===== src/design/lcfb_pkg.sv =====
// Shared types and constants for the length/checksum frame builder.
package lcfb_pkg;

  localparam int unsigned GROUP_MAX = 6;
  localparam int unsigned GROUP_CW  = $clog2(GROUP_MAX + 1);

  localparam logic [15:0] LEN_OVERHEAD  = 16'd6;
  localparam logic [7:0]  ID_HIGH_RESET = 8'h00;
  localparam logic [7:0]  ID_LOW_RESET  = 8'h16;

  localparam logic CMD_START   = 1'b0;
  localparam logic CMD_PAYLOAD = 1'b1;

  localparam logic CFG_ID_HIGH = 1'b0;
  localparam logic CFG_ID_LOW  = 1'b1;

  typedef struct packed {
    logic        cmd;
    logic [15:0] payload_count;
    logic [7:0]  data_byte;
  } in_word_t;

  typedef struct packed {
    logic [7:0] out_byte;
    logic       frame_end;
  } out_word_t;

  // Bytes produced by one input word, first byte in slot 0.
  typedef struct packed {
    logic [GROUP_MAX-1:0][7:0] bytes;
    logic [GROUP_CW-1:0]       count;
    logic                      ends;
  } group_t;

endpackage


===== src/design/lcfb_framer.sv =====
// Frame state and the byte group produced by each accepted input word.
module lcfb_framer (
  input  logic              clk,
  input  logic              rst,
  input  logic              accept,
  input  lcfb_pkg::in_word_t word,
  input  logic [7:0]        id_high,
  input  logic [7:0]        id_low,
  output lcfb_pkg::group_t  group
);

  logic        frame_open;
  logic        frame_open_next;
  logic [15:0] bytes_remaining;
  logic [15:0] bytes_remaining_next;
  logic [15:0] running_sum;
  logic [15:0] running_sum_next;

  logic [15:0] len;
  logic [15:0] start_sum;
  logic [15:0] data_sum;
  logic [15:0] rem_dec;

  assign len       = word.payload_count + lcfb_pkg::LEN_OVERHEAD;
  assign start_sum = {8'd0, id_high} + {8'd0, id_low} + {8'd0, len[15:8]} + {8'd0, len[7:0]};
  assign data_sum  = running_sum + {8'd0, word.data_byte};
  assign rem_dec   = bytes_remaining - 16'd1;

  always_comb begin
    frame_open_next      = frame_open;
    bytes_remaining_next = bytes_remaining;
    running_sum_next     = running_sum;
    group                = '0;
    if (word.cmd == lcfb_pkg::CMD_START) begin
      running_sum_next = start_sum;
      group.bytes[0]   = id_high;
      group.bytes[1]   = id_low;
      group.bytes[2]   = len[15:8];
      group.bytes[3]   = len[7:0];
      if (word.payload_count == 16'd0) begin
        group.bytes[4]       = start_sum[15:8];
        group.bytes[5]       = start_sum[7:0];
        group.count          = lcfb_pkg::GROUP_CW'(6);
        group.ends           = 1'b1;
        frame_open_next      = 1'b0;
        bytes_remaining_next = 16'd0;
      end else begin
        group.count          = lcfb_pkg::GROUP_CW'(4);
        frame_open_next      = 1'b1;
        bytes_remaining_next = word.payload_count;
      end
    end else if (frame_open) begin
      running_sum_next = data_sum;
      group.bytes[0]   = word.data_byte;
      if (rem_dec == 16'd0) begin
        group.bytes[1]       = data_sum[15:8];
        group.bytes[2]       = data_sum[7:0];
        group.count          = lcfb_pkg::GROUP_CW'(3);
        group.ends           = 1'b1;
        frame_open_next      = 1'b0;
        bytes_remaining_next = 16'd0;
      end else begin
        group.count          = lcfb_pkg::GROUP_CW'(1);
        bytes_remaining_next = rem_dec;
      end
    end
  end

  always_ff @(posedge clk) begin
    if (rst) begin
      frame_open      <= 1'b0;
      bytes_remaining <= 16'd0;
      running_sum     <= 16'd0;
    end else if (accept) begin
      frame_open      <= frame_open_next;
      bytes_remaining <= bytes_remaining_next;
      running_sum     <= running_sum_next;
    end
  end

  a_closed_empty: assert property (@(posedge clk) disable iff (rst)
    !frame_open |-> bytes_remaining == 16'd0)
    else $error("closed frame with bytes outstanding");

  a_open_nonzero: assert property (@(posedge clk) disable iff (rst)
    frame_open |-> bytes_remaining != 16'd0)
    else $error("open frame with no bytes outstanding");

  a_group_end: assert property (@(posedge clk) disable iff (rst)
    (accept && group.ends) |=> !frame_open)
    else $error("frame still open after checksum");

endmodule


===== src/design/length_checksum_frame_builder.sv =====
// Length-prefixed frame builder with 16-bit additive checksum, top level.
// Each input word is turned into its output bytes in the cycle it is accepted and
// loaded into a six-byte output group that drains one byte per cycle while
// out_stall is low. A payload word inside a frame gives one byte, so payload
// streams at one word per cycle while out_stall is low; a start word gives 4
// bytes (6 for an empty frame) and the last payload word 3, and the input stalls
// until the group is down to its final byte being taken. Payload words with no
// frame open are accepted and dropped. Configuration writes are always ready and
// take effect on the next start word.
module length_checksum_frame_builder (
  input  logic                clk,
  input  logic                rst,
  input  logic                in_valid,
  output logic                in_stall,
  input  lcfb_pkg::in_word_t  in_data,
  output logic                out_valid,
  input  logic                out_stall,
  output lcfb_pkg::out_word_t out_data,
  input  logic                cfg_valid,
  output logic                cfg_ready,
  input  logic                cfg_index,
  input  logic [7:0]          cfg_data
);

  logic [7:0] id_high;
  logic [7:0] id_low;

  lcfb_pkg::group_t new_group;
  logic [lcfb_pkg::GROUP_MAX-1:0][7:0] bytes;
  logic [lcfb_pkg::GROUP_CW-1:0]       remaining;
  logic                                ends;

  logic in_accept;
  logic out_accept;

  assign cfg_ready = 1'b1;

  always_ff @(posedge clk) begin
    if (rst) begin
      id_high <= lcfb_pkg::ID_HIGH_RESET;
      id_low  <= lcfb_pkg::ID_LOW_RESET;
    end else if (cfg_valid && cfg_ready) begin
      case (cfg_index)
        lcfb_pkg::CFG_ID_HIGH: id_high <= cfg_data;
        lcfb_pkg::CFG_ID_LOW:  id_low  <= cfg_data;
        default: ;
      endcase
    end
  end

  assign out_valid  = remaining != '0;
  assign out_accept = out_valid && !out_stall;
  assign in_stall   = (remaining > lcfb_pkg::GROUP_CW'(1)) ||
                      (remaining == lcfb_pkg::GROUP_CW'(1) && out_stall);
  assign in_accept  = in_valid && !in_stall;

  assign out_data.out_byte  = bytes[0];
  assign out_data.frame_end = ends && (remaining == lcfb_pkg::GROUP_CW'(1));

  lcfb_framer u_framer (
    .clk     (clk),
    .rst     (rst),
    .accept  (in_accept),
    .word    (in_data),
    .id_high (id_high),
    .id_low  (id_low),
    .group   (new_group)
  );

  always_ff @(posedge clk) begin
    if (rst) begin
      remaining <= '0;
    end else if (in_accept) begin
      remaining <= new_group.count;
    end else if (out_accept) begin
      remaining <= remaining - lcfb_pkg::GROUP_CW'(1);
    end
  end

  // payload side: shift the group down as bytes leave
  always_ff @(posedge clk) begin
    if (in_accept) begin
      bytes <= new_group.bytes;
      ends  <= new_group.ends;
    end else if (out_accept) begin
      for (int i = 0; i < lcfb_pkg::GROUP_MAX - 1; i++) begin
        bytes[i] <= bytes[i+1];
      end
    end
  end

  a_accept_drained: assert property (@(posedge clk) disable iff (rst)
    in_accept |-> (remaining == '0 || (remaining == lcfb_pkg::GROUP_CW'(1) && !out_stall)))
    else $error("input taken over undelivered bytes");

  a_group_bound: assert property (@(posedge clk) disable iff (rst)
    remaining <= lcfb_pkg::GROUP_CW'(lcfb_pkg::GROUP_MAX))
    else $error("output group overfull");

  a_drain_empty: assert property (@(posedge clk) disable iff (rst)
    (out_accept && remaining == lcfb_pkg::GROUP_CW'(1) && !in_accept) |=> !out_valid)
    else $error("bytes left after final byte taken");

endmodule


===== config.mk =====
export PLATFORM = sky130hd
export DESIGN_NAME = length_checksum_frame_builder
export DESIGN_NICKNAME = d
export VERILOG_FILES = /design/src/design/lcfb_pkg.sv /design/src/design/lcfb_framer.sv /design/src/design/length_checksum_frame_builder.sv
export SDC_FILE = /design/constraint.sdc
export NUM_CORES = 1
export LEC_CHECK = 0
export BUFFER_PORTS_ARGS = -buffer_cell sky130_fd_sc_hd__buf_2
export CORE_ASPECT_RATIO = 0.6
export CORE_MARGIN = 2
export CORE_UTILIZATION = 34
export DETAILED_ROUTE_END_ITERATION = 10
export PLACE_DENSITY = 0.62
export SETUP_SLACK_MARGIN = 0.5
export SYNTH_ARGS = -nofsm -noshare
export SYNTH_HDL_FRONTEND = slang
export SYNTH_HIERARCHICAL = 1
export SYNTH_SLANG_ARGS = --single-unit

===== constraint.sdc =====
create_clock -name clk -period 7.6 [get_ports clk]
set_clock_uncertainty 0.15 [all_clocks]
set_input_delay 1.52 -clock clk [delete_from_list [all_inputs] [get_ports clk]]
set_output_delay 1.52 -clock clk [all_outputs]
set_load 0.05 [all_outputs]

Word level (Yosys, flattened, before mapping)

Cells that the tools add are included.

Register bits after elaboration: 101
Output and inout port bits: 12
Word-level logic and storage cells: 63
Input port bits: 39

Bitwise operators: 2
Reductions and logical operators: 15
Mux-type cells: 23
Order comparisons: 1
$add $sub $neg: 7
Equality and inequality tests: 2

Operator list:

| cell                    | number |
|---|---|
| $mux W16                | 8 |
| $mux W40                | 2 |
| $mux W28                | 2 |
| $add A16 B8 Y16         | 3 |
| $logic_not A16 Y1       | 2 |
| $add A16 B3 Y16 const B | 1 |
| $sub A16 B1 Y16 const B | 1 |
| $add A8 B8 Y9           | 1 |
| $mux W8                 | 1 |
| $mux W1                 | 6 |
| $mux W3                 | 2 |
| $reduce_and A2 Y1       | 3 |
| $logic_and A1 B1 Y1     | 4 |
| $mux W2                 | 2 |
| $eq A3 B1 Y1 const B    | 1 |
| $gt A3 B1 Y1 const B    | 1 |
| $reduce_bool A3 Y1      | 1 |
| $sub A3 B1 Y3 const B   | 1 |
| $logic_not A1 Y1        | 2 |
| $ne A2 B1 Y1 const B    | 1 |
| $not A1 Y1              | 2 |
| $reduce_bool A2 Y1      | 1 |
| $reduce_or A2 Y1        | 1 |
| $logic_or A1 B1 Y1      | 1 |

Depth between registers and ports, before layout

Gate-level depths: netlist of run 1.

Depth after elaboration: 6
Depth in mapped cells: 17
Mapped depth without buffers: 17

Cells and area by module

Netlist of run 1, hierarchy kept.

By module, submodules not included:

| module                        | seq. area each (um^2) | area each (um^2) | times used | cells an instance |
|---|---|---|---|---|
| lcfb_framer                   | 660.6                 | 4,043.9          | 1          | 545 |
| length_checksum_frame_builder | 1,851.8               | 3,016.6          | 1          | 201 |

Worst setup path before layout of run 1

No wires, ideal clock.

Path type: input port to flip-flop
From: input out_stall
To: register bytes[10] (netlist bit) (enable)
Data required time: 6,957 ps
Slack: 2,585 ps
Library setup time: 493 ps
Path buffers: 0
Data arrival time: 4,372 ps
Cell stages on the path: 1
Path through: o21ai_0

Cells in the longest elaborated chain, start to end: 5
Elaborated cells between the ends (all ways): 7
Classes of those cells: reduce/logical (7)

Ends and longest elaborated chain:

| element                                 | RTL line                            | source |
|---|---|---|
| start, declared                         | length_checksum_frame_builder.sv:17 | `input logic out_stall,` |
| $logic_and A1 B1 Y1                     | length_checksum_frame_builder.sv:54 | `(remaining == lcfb_pkg::GROUP_CW'(1) && out_stall);` |
| $logic_or A1 B1 Y1                      | length_checksum_frame_builder.sv:53 | `assign in_stall = (remaining > lcfb_pkg::GROUP_CW'(1)) \|\|` |
| $logic_not A1 Y1                        | length_checksum_frame_builder.sv:55 | `assign in_accept = in_valid && !in_stall;` |
| $logic_and A1 B1 Y1                     | length_checksum_frame_builder.sv:55 |  |
| $reduce_bool A2 Y1 (no source line) (*) | -                                   |  |
| end signal, assigned                    | length_checksum_frame_builder.sv:83 | `bytes <= new_group.bytes;` |
| end signal, assigned by index           | length_checksum_frame_builder.sv:87 | `bytes[i] <= bytes[i+1];` |
| end, declared                           | length_checksum_frame_builder.sv:29 | `logic [lcfb_pkg::GROUP_MAX-1:0][7:0] bytes;` |

Every way passes the cells marked *; elsewhere a longest branch is shown, timed or not.
A chain may end at the register's enable or synchronous reset.

==> results of run 1 <==
## worst max-delay path, cell delays in order
cell	delay (ns)
buf_2	0.12
inv_1	0.07
ha_1	0.26
nor4_1	0.63
xnor2_1	0.22
fa_1	0.52
inv_1	0.04
ha_1	0.32
nor2b_1	0.15
o21a_1	0.19
o21a_1	0.25
o21ai_0	0.18
a211oi_1	0.11
nor2b_1	0.14
mux2_4	0.27
## layout make-up
cell class / instances / area (µm²)
Multi-Input combinational cell: 538 / 4000
Timing Repair Buffer: 56 / 298
Fill cell: 2061 / 12500
Sequential cell: 101 / 2510
Inverter: 55 / 206
Clock inverter: 7 / 60.1
Tap cell: 273 / 342
Antenna cell: 1 / 2.50
Clock buffer: 9 / 225
## cell usage in the layout, fill, tap and decap left out, types with 11 or more instances in the layout
cell	synthesis	routed
o21ai_0	32	30
a21oi_1	41	40
a31o_2	13	13
a211oi_1	18	18
nor2_1	77	77
nor4_1	13	13
edfxtp_1	49	49
buf_2	2	49
mux2_4	35	35
xnor2_1	16	16
nand2_1	58	58
nor3_1	19	19
mux2i_1	11	11
dfxtp_1	52	52
ha_1	23	23
inv_1	54	54
nand3_1	15	15
nor2b_1	11	11
fa_1	17	17
xor2_1	16	16
## cells by family after synthesis
logic type / synth area share, %
flip-flops: 35.6
other: 0.106
XOR/XNOR: 3.97
adder cells (fa/ha/maj): 8.90
AND/OR/NAND/NOR: 16.9
multiplexers: 9.96
buffers and inverters: 8.29
AO/OA/AOI/OAI: 16.3
## path summary, 6_finish.rpt
check | start | endpoint | slack [ns] | cells after the start
max reg2reg | remaining[1] | u_framer/running_sum[14] | 3.57 | 11
min reg2reg | id_low[6] | id_low[6] | 0.31 | 2
min | id_low[6] | id_low[6] | 0.31 | 2
max | in_data[9] | bytes[33] | 2.56 | 15
## power by group through the flow
stage	registers (mW)	logic (mW)	clock network [mW]
2_1_floorplan	0.918	1.17	0
3_3_place_gp	0.961	1.40	0
3_5_place_dp	0.964	1.42	0
4_1_cts	0.953	1.42	0.465
5_1_grt	0.975	1.56	0.483
6_report	0.957	1.44	0.458
## sequential cells by signal (all words and copies together) (netlist names)
signal / flops
u_framer/bytes_remaining: 16
u_framer/frame_open: 1
bytes: 40
ends: 1
remaining: 3
id_low: 8
id_high: 8
u_framer/running_sum: 16
out_data: 8
## routing by layer
| metal | vias up | routed length (µm) | global-route usage, % |
|---|---|---|---|
| li1 | 2692 | - | - |
| met1 | 2735 | 10200 | 30.2 |
| met2 | 253 | 7830 | 25.4 |
| met3 | 11 | 2030 | 4.33 |
| met4 | 0 | 112 | 3.05 |
| met5 | - | 0 | 0 |
## per-stage QoR
step / power [mW] / instances / area [µm²] / utilization (%) / setup slack (ns)
final: 2.86 / 1040 / 7640 / 37.9 / 2.56
after global routing: 3.02 / 1039 / 7640 / 37.9 / 2.38
after CTS: 2.84 / 1039 / 7640 / 37.9 / 2.62
after detailed placement: 2.38 / 1023 / 7360 / 36.5 / 2.23
after global placement: 2.36 / 1023 / 7360 / 36.5 / 2.32
after floorplan: 2.09 / 751 / 7080 / - / 2.59
==> flow_metrics.py, run 1 <==
metrics = {
    "status": {
        "status": "finished clean",
    },
    "worst_setup_path": {
        "start_kind": "input port",
        "worst-setup-path-type": "input port to flip-flop",
        "required_ns": 7.56,
        "critPathMaxFanout": 5,
        "crit_arrival_ns": 5.00,
        "endpoint_kind": "flip-flop",
    },
    "synthesis": {
        "synth_area_leaders": "edfxtp_1, dfxtp_1, mux2_4, fa_1, nor2_1",
        "synth_top_flop_cell": "dfxtp_1",
        "syn_avg_cell_area_um2": 9.46,
        "mappedNetlistArea_mm2": 0.00706,
        "yosys_warnings": 6,
        "synthArstFlopShare_pct": 0,
        "yosysSeqAreaShare_pct": 35.6,
        "synth_top_area_share_pct": 20.8,
        "synth_top_area_cell": "edfxtp_1",
        "synthDistinctLibCells": 71,
        "synth_commonest_cells": "nor2_1, nand2_1, inv_1",
        "synth.most_common_cell": "nor2_1",
        "ys_ff_latch": 101,
        "synth_edf_count": 49,
        "synthCells": 746,
    },
    "timing": {
        "max_slew_margin_pct": 42.0,
        "min_period_ns": 5.04,
        "maxSlewViolCount": 0,
        "finalHoldViolations": 0,
        "fin_crit_sh_pct": 66.3,
        "setup_viol": 0,
        "whs_ns": 0.310,
        "fin_setup_tns_ns": 0,
        "rsz0062_at_grt": "false",
        "worst_pin_slew_ns": 0.870,
        "max_freq_ghz": 0.198,
    },
    "final_layout": {
        "drive_gt1_share_pct": 18.5,
        "area_growth_pct": 8.26,
        "fin_nets": 840,
    },
    "power": {
        "powerDensity_mw_per_mm2": 374,
        "clkPwrFrac_pct": 16.0,
        "swShare_pct": 42.9,
        "power_switching_mw": 1.23,
        "p_int_mw": 1.63,
        "p_seq_share_pct": 33.5,
        "leakagePower_nw": 3.02,
        "power_frac_comb_pct": 50.5,
        "ir_drop_v": 0.000277,
    },
    "grt": {
        "grt_antenna_before_repair": 1,
        "overflow": 0,
        "grt_start_max_net_pins": 59,
        "grt_pass1_vias": 5278,
        "track_usage_pct": 18.8,
        "grt_pass1_wl_mm": 31.2,
    },
    "floorplan": {
        "std_cell_rows": 40,
        "pin_count": 51,
        "coreArea_mm2": 0.0202,
        "start_util_pct": 35.0,
        "die_w_um": 190,
        "die_area_mm2": 0.0220,
        "die_y_um": 116,
    },
    "cts": {
        "cts.sinks": 101,
        "cts-resized-gates": 0,
        "cts_tree": "done",
        "root_buffer": "clkbuf_16",
        "postCtsHoldBufs": 0,
        "post_cts_buffers": 0,
        "htree_levels": 3,
        "cts_buffer_depth": 2,
        "insertion_delay_ns": 0.35,
        "clk_pin_slew_ns": 0.07,
        "cts_made_buffers": 9,
    },
    "detailed_routing": {
        "drc_errors": 0,
        "drtIter0Drc": 714,
        "vias": 5691,
        "ant_nets": 0,
        "wl_per_cell_um": 19.4,
        "firstDrtPassIters": 8,
        "totalWireLength_mm": 20.2,
        "drt-vias-per-instance": 5.47,
    },
    "flow_run": {
        "drv_cap": 0,
    },
    "placed_design": {
        "gp_congestion": 0.938,
        "dp_hpwl_mm": 14.9,
        "portBuffers": 49,
    },
    "hold_path": {
        "hp-class": "flip-flop to flip-flop",
    },
}
Note: power is estimated with default switching activity, not from simulation.
==> run 2: changes to the inputs <==
--- a/config.mk
+++ b/config.mk
@@ -5,6 +5,7 @@
 export SDC_FILE = /design/constraint.sdc
 export NUM_CORES = 1
 export LEC_CHECK = 0
+export ABC_AREA = 1
 export BUFFER_PORTS_ARGS = -buffer_cell sky130_fd_sc_hd__buf_2
 export CORE_ASPECT_RATIO = 0.6
 export CORE_MARGIN = 2
==> constraint.sdc (replaced) <==
create_clock -name clk -period 4.8 [get_ports clk]
set_clock_uncertainty 0.15 [all_clocks]
set_input_delay 0.96 -clock clk [delete_from_list [all_inputs] [get_ports clk]]
set_output_delay 0.96 -clock clk [all_outputs]
set_load 0.05 [all_outputs]
==> run 2 against run 1 <==
Against the previous run: sequential power increased by 55%; clock-buffer cell count rose by 1; area after synthesis decreased by 0.69%; largest power group unchanged; global-route usage grew 1.6 points; cell count increased by 22%; synthesized cell count rose by 30%; sequential share of layout area shrank 0.67 points; core utilization increased by 0.89 points; critical path depth up 1; die area down 0.68%; total power up 58%.
==> flow_metrics.py, run 2 <==
metrics = {
    "status": {
        "status": "finished clean",
    },
    "worst_setup_path": {
        "path_cells": "buf_2 > nor2_1 > nor2_1 > nand2_1 > nor2_2 > xnor2_1 > fa_1 > fa_1 > inv_1 > ha_1 > a21oi_1 > o211ai_1 > nand2_1 > nor2_1 > nand2_1 > nand2_1",
        "required_ns": 4.88,
        "critPathMaxStageDelay_ns": 0.54,
        "start_kind": "input port",
        "rrSetupSlack_ns": 1.35,
        "worst-setup-path-type": "input port to flip-flop",
        "reg2reg_depth": 16,
        "r2r-start": "id_high[1]",
        "slowest_stage": "fa_1",
        "crit_arrival_ns": 4.27,
        "endpoint_kind": "flip-flop",
        "cpMostUsedCell": "nand2_1",
        "critPathMaxFanout": 6,
        "reg2reg_to": "bytes[33]",
    },
    "final_layout": {
        "largest_reg_flops": 40,
        "most-common-layout-cells": "nand2_1, inv_1, nor2_1",
        "fin_nets": 1074,
        "drive_gt1_share_pct": 12.7,
        "area_growth_pct": 11.3,
        "final_common_cell": "nand2_1",
        "fill_cells": 2160,
        "instances_no_fill": 1273,
        "top_register": "bytes",
        "reg_top3": "bytes (40), u_framer/bytes_remaining (16), u_framer/running_sum (16)",
        "antenna_cells": 0,
    },
    "synthesis": {
        "synth_area_leaders": "edfxtp_1, nand2_1, dfxtp_1, inv_1, nor2_1",
        "synth.most_common_cell": "nand2_1",
        "synth_top_flop_cell": "dfxtp_1",
        "syn_avg_cell_area_um2": 7.24,
        "synth_edf_count": 49,
        "synth_top_area_share_pct": 21.0,
        "synth_commonest_cells": "nand2_1, inv_1, nor2_1",
        "yosysSeqAreaShare_pct": 35.8,
        "mappedNetlistArea_mm2": 0.00701,
        "yosys_warnings": 6,
        "synth_top_area_cell": "edfxtp_1",
        "synthArstFlopShare_pct": 0,
        "ys_ff_latch": 101,
        "synthDistinctLibCells": 44,
        "synthCells": 969,
    },
    "grt": {
        "grt_antenna_before_repair": 2,
        "grt_start_max_net_pins": 52,
        "track_usage_pct": 20.4,
        "grt_pass1_wl_mm": 33.3,
        "grt_use_met2_pct": 26.2,
        "grt_pass1_vias": 5776,
        "grt.busiest_layer": "met1",
        "overflow": 0,
        "global_route.usage.met3_pct": 7.91,
        "globalRouteMet1Util_pct": 31.7,
    },
    "timing": {
        "fin_setup_tns_ns": 0,
        "setup_viol": 0,
        "fin_crit_sh_pct": 87.2,
        "max_freq_ghz": 0.239,
        "maxSlewViolCount": 0,
        "finalHoldViolations": 0,
        "worst_pin_slew_ns": 0.945,
        "min_period_ns": 4.18,
        "fin_ws_ns": 0.616,
        "max_slew_margin_pct": 36.9,
        "rsz0062_at_grt": "false",
    },
    "detailed_routing": {
        "totalWireLength_mm": 21.4,
        "drc_errors": 0,
        "firstDrtPassIters": 6,
        "drt-vias-per-instance": 4.99,
        "drtIter0Drc": 628,
        "ant_nets": 0,
        "vias": 6348,
        "wl_per_cell_um": 16.8,
    },
    "hold_path": {
        "holdPathStages": 2,
        "min_to": "u_framer/bytes_remaining[15]",
        "min-delay-start": "u_framer/bytes_remaining[15]",
        "hp-class": "flip-flop to flip-flop",
    },
    "cts": {
        "cts_buffer_depth": 2,
        "insertion_delay_ns": 0.36,
        "cts.sinks": 101,
        "cts_made_buffers": 9,
        "root_buffer": "clkbuf_16",
        "cts_tree": "done",
        "htree_levels": 3,
        "clk_pin_slew_ns": 0.08,
    },
    "floorplan": {
        "coreArea_mm2": 0.0201,
        "die_y_um": 115,
        "die_w_um": 189,
        "pin_count": 51,
        "std_cell_rows": 40,
        "start_util_pct": 34.9,
        "die_area_mm2": 0.0218,
    },
    "placed_design": {
        "post-place-ws_ns": 0.125,
        "gp_congestion": 0.954,
        "dp_hpwl_mm": 16.3,
        "dp_cells": 1256,
        "portBuffers": 49,
    },
    "power": {
        "leakagePower_nw": 3.74,
        "ir_drop_v": 0.000289,
        "powerDensity_mw_per_mm2": 579,
        "finalPower_mw": 4.52,
    },
    "flow_run": {
        "drv_cap": 0,
    },
}
## run 2: power breakdown
| group | internal (mW) | total [mW] | switching, mW | leakage [nW] |
|---|---|---|---|---|
| Clock | 0.381 | 0.750 | 0.369 | 0.149 |
| Combinational | 0.681 | 2.29 | 1.61 | 2.68 |
| Sequential | 1.31 | 1.48 | 0.165 | 0.911 |
## run 2: metrics by stage
stage / cell area, µm² / util, % / hold slack [ns]
after floorplan: 7030 / - / 0.321
after global placement: 7380 / 36.7 / 0.338
after detailed placement: 7380 / 36.7 / 0.340
after CTS: 7680 / 38.2 / 0.350
after global routing: 7800 / 38.8 / 0.389
final: 7800 / 38.8 / 0.354
## run 2: final cells by class
class / instances / area [µm²] / area share (%)
clock inverter: 6 / 62.6 / 0.802
tap: 273 / 342 / 4.38
sequential: 101 / 2510 / 32.2
inverter: 129 / 484 / 6.20
clock buffer: 10 / 239 / 3.06
multi-input combinational: 695 / 3840 / 49.3
timing repair buffer: 59 / 320 / 4.10
## run 2: how the worst max path moves through the flow
stage | from | endpoint | slack, ns
after floorplan | in_data[9] | bytes[32] | 0.57
after global placement | in_data[9] | bytes[32] | 0.21
after detailed placement | in_data[9] | bytes[32] | 0.13
after CTS | in_data[9] | bytes[32] | 0.51
after global routing | in_data[11] | bytes[32] | 0.46
final | in_data[9] | bytes[33] | 0.62
## run 2: worst max-delay path: cells and delay by family
family | cells | cell delay [ns]
compound gates | 2 | 0.43
simple gates | 8 | 0.96
xor+xnor | 1 | 0.29
buf+inv | 2 | 0.18
fa+ha+maj | 3 | 1.46
## run 2: cells by family after synthesis
| group | Yosys count | share of synthesized area (%) |
|---|---|---|
| and+or+nand+nor | 505 | 31.0 |
| buffers and inverters | 178 | 11.3 |
| AOI/OAI and AO/OA | 122 | 10.2 |
| DFF | 101 | 35.8 |
| adders and majority gates | 40 | 8.96 |
| xor gates and xnor gates | 21 | 2.73 |
| other | 2 | 0.107 |
## run 2: timing repair
| action | 4_1_cts | 5_1_grt |
|---|---|---|
| hold buffers | 0 | 0 |
| endpoints found under the hold margin | 0 | 0 |
| gates resized for setup | 0 | 21 |
| setup endpoints to repair | 0 | 12 |
| buffers inserted | 0 | 1 |
## run 2: routing by layer
| metal | share of wire, % | routed length, µm |
|---|---|---|
| met1 | 51 | 11000 |
| met2 | 36 | 7690 |
| met3 | 12 | 2540 |
| met4 | 0.81 | 174 |
| met5 | 0 | 0 |
==> run 3: changes to the inputs <==
==> constraint.sdc (replaced) <==
create_clock -name clk -period 4.8 [get_ports clk]
set_clock_uncertainty 0.15 [all_clocks]
set_input_delay 0.24 -clock clk [delete_from_list [all_inputs] [get_ports clk]]
set_output_delay 0.24 -clock clk [all_outputs]
set_load 0.05 [all_outputs]
==> run 3 against run 2 <==
Against the previous run: routed wire length shrank 1.3%; sequential share of layout area grew 0.30 points; first-iteration DRC count grew 27%; combinational power is essentially flat; design area shrank 0.91%; sequential power is essentially flat; die area is the same; global-route usage shrank 0.19 points; non-clock buffer count grew 4; core utilization shrank 0.35 points; clock-buffer cell count shrank 1; cell count grew 0.31%; critical path type unchanged; largest cell class unchanged; highest routed layer unchanged.
==> flow_metrics.py, run 3 (synthesized netlist as in run 2, its figures left out) <==
metrics = {
    "final_layout": {
        "area_growth_pct": 10.3,
        "fin_area_mm2": 0.00773,
        "largest_reg_flops": 40,
        "drive_gt1_share_pct": 10.8,
        "fill_cells": 2172,
        "most-common-layout-cells": "nand2_1, inv_1, nor2_1",
        "antenna_cells": 0,
        "top_register": "bytes",
        "fin_nets": 1078,
        "reg_top3": "bytes (40), u_framer/bytes_remaining (16), u_framer/running_sum (16)",
        "final_common_cell": "nand2_1",
    },
    "timing": {
        "whs_ns": 0.0929,
        "fin_setup_tns_ns": 0,
        "max_slew_margin_pct": 39.6,
        "setup_viol": 0,
        "maxSlewViolCount": 0,
        "worst_pin_slew_ns": 0.905,
        "max_freq_ghz": 0.267,
        "rsz0062_at_grt": "false",
        "min_period_ns": 3.75,
        "fin_crit_sh_pct": 78.1,
        "finalHoldViolations": 0,
    },
    "worst_setup_path": {
        "rrSetupSlack_ns": 1.23,
        "critPathMaxFanout": 4,
        "reg2reg_to": "bytes[33]",
        "start_kind": "input port",
        "required_ns": 4.88,
        "crit_arrival_ns": 3.83,
        "endpoint_kind": "flip-flop",
        "worst-setup-path-type": "input port to flip-flop",
        "reg2reg_depth": 16,
        "r2r-start": "id_high[1]",
    },
    "detailed_routing": {
        "vias": 6350,
        "drtIter0Drc": 795,
        "ant_nets": 0,
        "firstDrtPassIters": 5,
        "drc_errors": 0,
        "totalWireLength_mm": 21.1,
        "drt-vias-per-instance": 4.97,
        "wl_per_cell_um": 16.6,
    },
    "cts": {
        "cts-resized-gates": 0,
        "insertion_delay_ns": 0.37,
        "cts_tree": "done",
        "htree_levels": 3,
        "clk_pin_slew_ns": 0.08,
        "cts_buffer_depth": 2,
        "post_cts_buffers": 0,
        "root_buffer": "clkbuf_16",
        "postCtsHoldBufs": 8,
        "cts_made_buffers": 9,
        "cts.sinks": 101,
    },
    "floorplan": {
        "die_area_mm2": 0.0218,
        "std_cell_rows": 40,
        "die_w_um": 189,
        "coreArea_mm2": 0.0201,
        "pin_count": 51,
        "start_util_pct": 34.9,
        "die_y_um": 115,
    },
    "hold_path": {
        "min_to": "u_framer/bytes_remaining[1]",
        "holdPathStages": 3,
        "hp-class": "input port to flip-flop",
        "min-delay-start": "in_data[9]",
    },
    "grt": {
        "track_usage_pct": 20.2,
        "grt_pass1_wl_mm": 33.0,
        "overflow": 0,
        "grt_antenna_before_repair": 0,
        "grt_pass1_vias": 5716,
        "grt_start_max_net_pins": 52,
    },
    "placed_design": {
        "portBuffers": 49,
        "dp_hpwl_mm": 15.8,
        "gp_congestion": 0.934,
        "post_dp_cell_area_mm2": 0.00736,
    },
    "power": {
        "ir_drop_v": 0.000272,
        "p_int_mw": 2.34,
        "leakagePower_nw": 3.73,
        "p_seq_share_pct": 33.0,
        "powerDensity_mw_per_mm2": 579,
        "swShare_pct": 47.7,
        "clkPwrFrac_pct": 16.5,
        "power_frac_comb_pct": 50.5,
        "power_switching_mw": 2.14,
    },
    "flow_run": {
        "drv_cap": 0,
    },
    "status": {
        "status": "finished clean",
    },
}
[run 3: cell count changes in the layout (fill, tap and decap cells not counted), moves of 2 or more]
cell           previous run  this run
buf_4                    10         6
xor2_1                   12        16
nor2_1                  102       105
nor2_2                    6         3
ha_4                      2         0
xor2_2                    4         1
ha_1                     20        23
dlygate4sd3_1             0         8
[run 3: layer usage]
layer	wire (µm)	vias up	share of wire (%)	global-route usage, %
met5	0	-	0	0
met4	316	0	1.5	4.75
met3	2350	20	11	6.35
met2	7440	281	35	25.1
met1	11000	2910	52	32.4
li1	-	3139	-	-
[run 3: worst max path at each step]
stage                           end        from  cells past startpoint
after floorplan           bytes[32]  in_data[9]                     15
after global placement    bytes[33]  in_data[9]                     23
after detailed placement  bytes[33]  in_data[9]                     23
after CTS                 bytes[33]  in_data[9]                     23
after global routing      bytes[33]  in_data[9]                     23
final                     bytes[33]  in_data[9]                     23
[run 3: layout make-up]
cell class                      count  area, µm²  area share [%]
Clock inverter                      7       66.3           0.858
Multi-Input combinational cell    695       3730            48.3
Inverter                          129        484            6.26
Clock buffer                        9        225            2.91
Tap cell                          273        342            4.42
Sequential cell                   101       2510            32.5
Timing Repair Buffer               63        370            4.79
[run 3: critical path, cell delays in order]
cell      delay, ns
buf_2          0.12
inv_1          0.07
ha_1           0.22
nor3_1         0.32
nand3_1        0.21
nor2_1         0.13
nand2_1        0.08
xor2_1         0.26
inv_1          0.09
fa_1           0.44
inv_1          0.07
ha_1           0.20
inv_1          0.07
fa_1           0.35
inv_1          0.09
nand3_1        0.07
nand2_1        0.14
nand4_1        0.09
o211ai_1       0.16
nand2_1        0.14
nor2_1         0.13
nand2_1        0.06
nand2_1        0.07
[run 3: per-stage QoR]
step	total power, mW	worst slack (ns)	util (%)	std cells
global route	4.81	0.715	38.4	1277
global placement	3.68	0.852	36.6	1253
detailed placement	3.70	0.754	36.6	1253
floorplan	3.23	1.29	-	974
finish	4.48	1.05	38.4	1277
CTS	4.46	1.12	38.4	1277
[run 3: power by group through the flow]
stage	clock network (mW)	logic, mW	registers (mW)
after floorplan	0	1.79	1.44
after global placement	0	2.19	1.49
after detailed placement	0	2.21	1.49
after CTS	0.759	2.22	1.47
after global routing	0.791	2.51	1.51
final	0.741	2.26	1.48
